**src/rtl/osfd_pkg.sv**
```systemverilog
// Shared types, constants and helper functions for the SIGNAL field decoder.
// Used by osfd_ctrl, osfd_datapath and ofdm_signal_field_decoder_top.
package osfd_pkg;

  localparam int unsigned NumSteps   = 24;
  localparam int unsigned NumStates  = 64;
  localparam int unsigned StepW      = 5;
  localparam int unsigned StateW     = 6;
  localparam int unsigned MetricW    = 10;
  localparam int unsigned CodedW     = 48;
  localparam int unsigned DecW       = 24;
  localparam int unsigned OutDataW   = 48;
  localparam int unsigned BarredFrom = 19;

  localparam logic [MetricW-1:0] Unreachable = 10'd1023;
  localparam logic [6:0]         G0Taps      = 7'h6D;
  localparam logic [6:0]         G1Taps      = 7'h4F;

  localparam logic [1:0] StatusOk      = 2'd0;
  localparam logic [1:0] StatusUnreach = 2'd1;
  localparam logic [1:0] StatusParity  = 2'd2;
  localparam logic [1:0] StatusRate    = 2'd3;

  typedef struct packed {
    logic             load;
    logic             acs;
    logic             barred;
    logic             tb_rd;
    logic [StepW-1:0] step;
    logic             publish;
  } osfd_cmd_t;

  function automatic logic [CodedW-1:0] deinterleave(input logic [CodedW-1:0] rx);
    logic [CodedW-1:0] code;
    code = '0;
    for (int k = 0; k < 48; k++) begin
      code[k] = rx[3 * (k % 16) + k / 16];
    end
    return code;
  endfunction

  function automatic logic [1:0] branch_cost(input logic [StateW-1:0] prev,
                                             input logic b, input logic [1:0] pair);
    logic [6:0] r;
    logic [1:0] d;
    r = {prev, b};
    d = {^(r & G1Taps), ^(r & G0Taps)} ^ pair;
    return {1'b0, d[0]} + {1'b0, d[1]};
  endfunction

  function automatic logic [MetricW-1:0] extend(input logic [MetricW-1:0] metric,
                                                input logic [StateW-1:0] prev,
                                                input logic b, input logic [1:0] pair);
    logic [MetricW-1:0] res;
    if (metric == Unreachable) begin
      res = Unreachable;
    end else begin
      res = metric + {{(MetricW-2){1'b0}}, branch_cost(prev, b, pair)};
    end
    return res;
  endfunction

endpackage

```
**src/rtl/osfd_ctrl.sv**
```systemverilog
// Sequencer for the SIGNAL field decoder: load, 24 ACS steps, traceback, drain, publish.
// Depends on osfd_pkg; drives osfd_datapath through osfd_cmd_t.
module osfd_ctrl import osfd_pkg::*; (
  input  logic      clk_i,
  input  logic      rst_ni,
  input  logic      in_valid_i,
  output logic      in_ready_o,
  output logic      out_valid_o,
  input  logic      out_ready_i,
  output osfd_cmd_t cmd_o
);

  localparam logic [2:0] StIdle  = 3'd0;
  localparam logic [2:0] StAcs   = 3'd1;
  localparam logic [2:0] StTb    = 3'd2;
  localparam logic [2:0] StDrain = 3'd3;
  localparam logic [2:0] StPub   = 3'd4;

  localparam logic [StepW-1:0] LastStep   = StepW'(NumSteps - 1);
  localparam logic [StepW-1:0] BarredStep = StepW'(BarredFrom);

  logic [2:0]       state_q, state_d;
  logic [StepW-1:0] cnt_q, cnt_d;
  logic             out_valid_q, out_valid_d;
  logic             accept, publish;

  assign in_ready_o  = (state_q == StIdle);
  assign accept      = in_valid_i && in_ready_o;
  assign publish     = (state_q == StPub) && (!out_valid_q || out_ready_i);
  assign out_valid_o = out_valid_q;

  always_comb begin
    state_d     = state_q;
    cnt_d       = cnt_q;
    out_valid_d = out_valid_q;
    if (out_valid_q && out_ready_i) begin
      out_valid_d = 1'b0;
    end
    case (state_q)
      StIdle: begin
        if (accept) begin
          state_d = StAcs;
          cnt_d   = '0;
        end
      end
      StAcs: begin
        if (cnt_q == LastStep) begin
          state_d = StTb;
        end else begin
          cnt_d = cnt_q + 1'b1;
        end
      end
      StTb: begin
        if (cnt_q == '0) begin
          state_d = StDrain;
        end else begin
          cnt_d = cnt_q - 1'b1;
        end
      end
      StDrain: begin
        state_d = StPub;
      end
      StPub: begin
        if (publish) begin
          state_d     = StIdle;
          out_valid_d = 1'b1;
        end
      end
      default: begin
        state_d = StIdle;
      end
    endcase
  end

  always_comb begin
    cmd_o         = '0;
    cmd_o.load    = accept;
    cmd_o.acs     = (state_q == StAcs);
    cmd_o.barred  = (cnt_q >= BarredStep);
    cmd_o.tb_rd   = (state_q == StTb);
    cmd_o.step    = cnt_q;
    cmd_o.publish = publish;
  end

  always_ff @(posedge clk_i or negedge rst_ni) begin
    if (!rst_ni) begin
      state_q     <= StIdle;
      cnt_q       <= '0;
      out_valid_q <= 1'b0;
    end else begin
      state_q     <= state_d;
      cnt_q       <= cnt_d;
      out_valid_q <= out_valid_d;
    end
  end

endmodule

```
**config.mk**
```make
export PLATFORM = sky130hd
export DESIGN_NAME = osfd_ctrl
export DESIGN_NICKNAME = d
export VERILOG_FILES = /design/src/rtl/osfd_pkg.sv /design/src/rtl/osfd_ctrl.sv
export SDC_FILE = /design/constraint.sdc
export NUM_CORES = 1
export LEC_CHECK = 0
export BUFFER_PORTS_ARGS = -buffer_cell sky130_fd_sc_hd__buf_2
export CAP_MARGIN = 20
export CORE_MARGIN = 2
export CORE_UTILIZATION = 45
export CTS_CLUSTER_DIAMETER = 50
export DETAILED_ROUTE_END_ITERATION = 6
export PLACE_DENSITY = 0.8
export SLEW_MARGIN = 30
export SYNTH_ARGS = -nofsm -noshare
export SYNTH_HDL_FRONTEND = slang
export SYNTH_SLANG_ARGS = --single-unit
```
**constraint.sdc**
```tcl
create_clock -name clk_i -period 2.4 [get_ports clk_i]
set_clock_uncertainty 0.1 [all_clocks]
set_input_delay 0.48 -clock clk_i [delete_from_list [all_inputs] [get_ports clk_i]]
set_output_delay 0.48 -clock clk_i [all_outputs]
set_load 0.03 [all_outputs]
```
== Word-level counts from Yosys, hierarchy flattened ==
Cells that the tools add are included.
Cells by class
  multiply operators: 0
  divide/modulo/power cells: 0
  bitwise gates (word level): 0
  $lt $le $gt $ge: 1
  multiplexer cells: 12
  equal/unequal tests: 11
  reduce and logical (&&, ||, !) cells: 10
  add/sub/neg operators: 2
  shift operators: 0
Operators with widths (count)
  $mux W5: 3
  $pmux W3 S5: 1
  $pmux W5 S3: 1
  $mux W3: 4
  $reduce_and A4 Y1: 2
  $eq A3 B2 Y1 const B: 2
  $ne A2 B1 Y1 const B: 3
  $ne A2 B2 Y1 const B: 3
  $add A5 B1 Y5 const B: 1
  $eq A5 B5 Y1 const B: 1
  $ge A5 B5 Y1 const B: 1
  $logic_not A5 Y1: 1
  $sub A5 B1 Y5 const B: 1
  $eq A3 B1 Y1 const B: 1
  $eq A3 B3 Y1 const B: 1
  $logic_and A1 B1 Y1: 3
  $logic_not A3 Y1: 1
  $mux W1: 3
  $reduce_bool A3 Y1: 1
  $logic_not A1 Y1: 1
  $logic_or A1 B1 Y1: 1
Storage, ports and cells
  latch bits: 0
  input port bits: 4
  memory bits (writable): 0
  register bits: 9
  output and inout port bits: 12
  logic and storage cells: 39
  memories: 0
  bits in read-only memories: 0

== Longest topological paths before layout ==
  word-level depth: 5
  depth in mapped cells: 10
  mapped depth without buffers: 9

== Worst setup path after synthesis ==
OpenSTA, ideal clock, no wires.
  path type: register -> register
  from: reg state_q[2]
  to: reg cnt_q[4]
  data arrival time: 2131 ps
  stages on the path, launching flop included: 10
  slack: 48 ps
  data required time: 2179 ps
  period minus slack after synthesis: 2352 ps
  path through: dfrtp_1 > clkbuf_1 > or2_1 > inv_2 > fa_1 > a21o_1 > a21oi_1 > xnor2_1 > o21ai_1 > a22o_1
RTL lines
  start: declaration: line osfd_ctrl.sv:22  | logic [2:0] state_q, state_d;
  start signal: assignment: line osfd_ctrl.sv:87  | state_q <= StIdle;
  start signal: assignment: line osfd_ctrl.sv:91  | state_q <= state_d;
  end signal: assignment: line osfd_ctrl.sv:92  | cnt_q <= cnt_d;
  end: declaration: line osfd_ctrl.sv:23  | logic [StepW-1:0] cnt_q, cnt_d;

== Final worst setup path ==
  from: reg state_q[0]
  to: reg cnt_q[4]
On the way
  longest elaborated chain between the ends: 4
  elaborated cells on any way between the ends: 10
Ends and longest elaborated chain
  $logic_not A3 Y1: line osfd_ctrl.sv:27, osfd_ctrl.sv:39
  $logic_and A1 B1 Y1: line osfd_ctrl.sv:28  | assign accept = in_valid_i && in_ready_o;
  $ne A2 B1 Y1 (no source line)
  $reduce_and A4 Y1 (no source line)
Parallel ways exist; a longest one is shown, timed or not.
A chain may end at the register's enable or synchronous reset.

==> impl_summary.txt <==
----------------------------------------------------
[STA]
  Clock period minus worst slack ... 2.24 ns
  Slew headroom ... 66.5%
  PnR worst setup slack ... 0.160 ns
  Unrepaired setup endpoints after global routing ... false
  Fin Setup TNS ... 0 ns
  Final period utilization ... 93.3%
  Final setup violation count ... 0
  Worst slack on hold paths ... 0.412 ns
  Worst slew pin tran ... 0.499 ns
  Total count of max-transition violations in the final report ... 0
  Achievable clock frequency ... 446 MHz
  Number of hold violations in the final report ... 0

[Clock tree]
  CTS tree ... yes
  Master cell of the clock root buffer ... sky130_fd_sc_hd__clkbuf_4
  Clock buffers created by TritonCTS ... 3
  Clock latency on the worst-skew pair ... 0.25 ns
  H-tree depth reported by CTS ... 1
  Clk pin slew, worst setup/hold paths ... 0.06 ns
  Maximum clock path buffer count ... 2
  Clk sink count ... 9

[Placed design]
  Estimated wirelength of the detail-placed design ... 1010 um
  Placed Instances ... 95
  Area after DPL ... 748 um2
  Number of port buffers ... 15
  Worst setup slack after placement ... 0.121 ns
  Weighted congestion reported at the end of routability-driven placement ... 0.796

[Layout]
  Final Net Count ... 95
  Fraction of the core area covered by cells at the end of the flow ... 60.3%
  Share of layout cells above drive strength 1 ... 36.0%
  Area delta synth->final ... 22.6%
  Cell Count, Final, Fillers Out ... 101
  Post-route standard cell area excluding fillers ... 795 um2
  N_diodes ... 0

[Yosys]
  Nets in the synthesized netlist ... 73
  Yosys warning total ... 0
  Post-synthesis cell area ... 648 um2
  Average cell area after synthesis ... 9.97 um2
  Gate Count Post-Synth ... 65
  Synthesized flop and latch total ... 9
  Sequential area share after synthesis ... 34.7%
  Distinct cell type count of the synthesized netlist ... 33

[Power and ir drop]
  Peak supply drop ... 0.000738 V
  Standby leakage power ... 0.438 nW
  Total power divided by cell area ... 1370 nW/um2
  Post-layout total power ... 1.09 mW

[Floorplanning]
  I/O pin count ... 16
  Area of the placeable core ... 1320 um2
  Effective utilization at floorplan ... 49.2%
  Die outline area ... 1760 um2
  Width of the die ... 42.0 um
  Die height ... 42.0 um
  Site Rows ... 13

[Setup path]
  Max Fanout on Critical Path ... 6
  Category of the worst setup path launch point ... flop
  Critical Setup Path Class ... flop to flop
  Crit path capture type ... flop
  Critical path data arrival time ... 2.33 ns
  Data required time of the worst path ... 2.49 ns

[Drt]
  Vias per std cell ... 5.35
  Final wirelength ... 1240 um
  Residual DRC count ... 0
  Initial DRT Pass Iterations ... 2
  Iter 0 DRT Violations ... 1
  Routed wire per std cell ... 12.3 um
  Remaining number of nets flagged by the antenna check after routing ... 0
  Number of vias in the routed layout ... 540

[Outcome]
  Status ... completed

[GRT]
  Number of antenna violations at the first check in global routing ... 0
  Global-route wire length before repair ... 2240 um
  Number of global-route vias before repair ... 532
  Maximum number of pins on one net before global-route repair ... 10
  Final global-route overflow total ... 0
  Combined global-route utilization of all metal layers ... 17.3%

[Run]
  Number of max-cap violations ... 0

[Min path]
  Worst min-delay path class ... flop to flop

----------------------------------------------------
[cell usage after synthesis]
cell                       n  area [um2]
sky130_fd_sc_hd__clkbuf_1  1        3.75
sky130_fd_sc_hd__a22o_1    1        8.76
sky130_fd_sc_hd__xnor2_1   2        17.5
sky130_fd_sc_hd__inv_2     1        3.75
sky130_fd_sc_hd__and3_1    1        6.26
sky130_fd_sc_hd__nand2_1   2        7.51
sky130_fd_sc_hd__mux2_4    4        60.1
sky130_fd_sc_hd__ha_1      3        37.5
sky130_fd_sc_hd__nand3b_1  1        7.51
sky130_fd_sc_hd__buf_4     2        15.0
sky130_fd_sc_hd__nand4_1   1        6.26
sky130_fd_sc_hd__nor2_4    1        11.3
sky130_fd_sc_hd__a31oi_1   1        6.26
sky130_fd_sc_hd__o21ai_1   1        5.00
sky130_fd_sc_hd__a21oi_1   3        15.0
sky130_fd_sc_hd__o21bai_1  1        7.51
sky130_fd_sc_hd__nor3_1    3        15.0
sky130_fd_sc_hd__o21ai_0   1        5.00
sky130_fd_sc_hd__or2_1     1        6.26
sky130_fd_sc_hd__nand2b_1  4        25.0
sky130_fd_sc_hd__and2_1    1        6.26
sky130_fd_sc_hd__nor2b_1   1        6.26
sky130_fd_sc_hd__or4_1     1        7.51
sky130_fd_sc_hd__a21o_1    3        22.5
sky130_fd_sc_hd__dfrtp_1   9         225
sky130_fd_sc_hd__nor3b_1   1        7.51
sky130_fd_sc_hd__a211oi_1  1        7.51
sky130_fd_sc_hd__inv_1     2        7.51
sky130_fd_sc_hd__o32ai_4   1        27.5
sky130_fd_sc_hd__fa_1      1        20.0
sky130_fd_sc_hd__buf_2     1        5.00
sky130_fd_sc_hd__xor2_1    1        8.76
sky130_fd_sc_hd__nor2_1    7        26.3
[worst paths after layout]
path / start / to / slack (ns) / cells after the start
setup / recovery: state_q[0] / cnt_q[4] / 0.16 / 9
setup reg to reg: state_q[0] / cnt_q[4] / 0.16 / 9
hold reg to reg: out_valid_o / out_valid_o / 0.41 / 2
max in group asynchronous: rst_ni / state_q[2] / 1.52 / 2
hold / removal: out_valid_o / out_valid_o / 0.41 / 2
min in group asynchronous: rst_ni / cnt_q[3] / 0.50 / 2
[area by class of cell]
| type | count | area, um2 |
|---|---|---|
| inverter | 3 | 11.3 |
| timing repair buffer | 21 | 123 |
| sequential | 9 | 225 |
| tap | 15 | 18.8 |
| fill | 123 | 523 |
| clock buffer | 4 | 26.3 |
| multi-input combinational | 49 | 390 |
[cells by family (layout without fill, tap and decap cells)]
group / count (synthesis) / count (layout) / synth area share [%]
flops: 9 / 9 / 34.7
compound gates: 13 / 13 / 16.2
fa+ha+maj: 4 / 4 / 8.88
simple gates: 25 / 25 / 21.4
buf+inv: 7 / 28 / 5.40
xor+xnor: 3 / 3 / 4.05
mux: 4 / 4 / 9.27
[flip-flops by register name, indices dropped and copies added (netlist names)]
signal / count
out_valid_o: 1
cnt_q: 5
state_q: 3
[report_power, final]
group / leakage [nW] / switching, mW / internal, mW
clock: 0.0150 / 0.0475 / 0.0637
sequential: 0.112 / 0.0710 / 0.207
combinational: 0.311 / 0.379 / 0.323
[timing repair]
item	4_1_cts	5_1_grt
endpoints found under the hold margin	9	0
hold buffers	1	0
resized for setup	0	1
setup endpoints to repair	0	1
setup buffers	0	1
[critical path, cell delays in order (launching register included)]
cell and delay (ns):
sky130_fd_sc_hd__dfrtp_1 0.37, sky130_fd_sc_hd__nand2b_1 0.17, sky130_fd_sc_hd__or2_4 0.26, sky130_fd_sc_hd__inv_2 0.11, sky130_fd_sc_hd__ha_1 0.28, sky130_fd_sc_hd__a21o_1 0.17, sky130_fd_sc_hd__a21oi_1 0.17, sky130_fd_sc_hd__xnor2_1 0.16
sky130_fd_sc_hd__nor3b_1 0.22, sky130_fd_sc_hd__a22o_1 0.16
[cells in the final DEF, fill, tap and decap left out, types with 2 or more instances in the layout]
master	count
sky130_fd_sc_hd__xnor2_1	2
sky130_fd_sc_hd__nor2_1	7
sky130_fd_sc_hd__nand2b_1	4
sky130_fd_sc_hd__buf_2	15
sky130_fd_sc_hd__buf_4	5
sky130_fd_sc_hd__nor3_1	3
sky130_fd_sc_hd__a21oi_1	3
sky130_fd_sc_hd__nand2_1	2
sky130_fd_sc_hd__clkbuf_4	3
sky130_fd_sc_hd__inv_1	2
sky130_fd_sc_hd__mux2_4	4
sky130_fd_sc_hd__dfrtp_1	9
sky130_fd_sc_hd__a21o_1	3
sky130_fd_sc_hd__ha_1	3
[routing by layer]
layer  global-route usage, %  vias up  wire length, um
met5                       0        -                0
met4                    13.5        0               40
met3                    1.74        4               66
met2                    29.1       18              604
met1                    19.8      249              532
li1                        -      269                -
(Power assumes the default switching activity.)
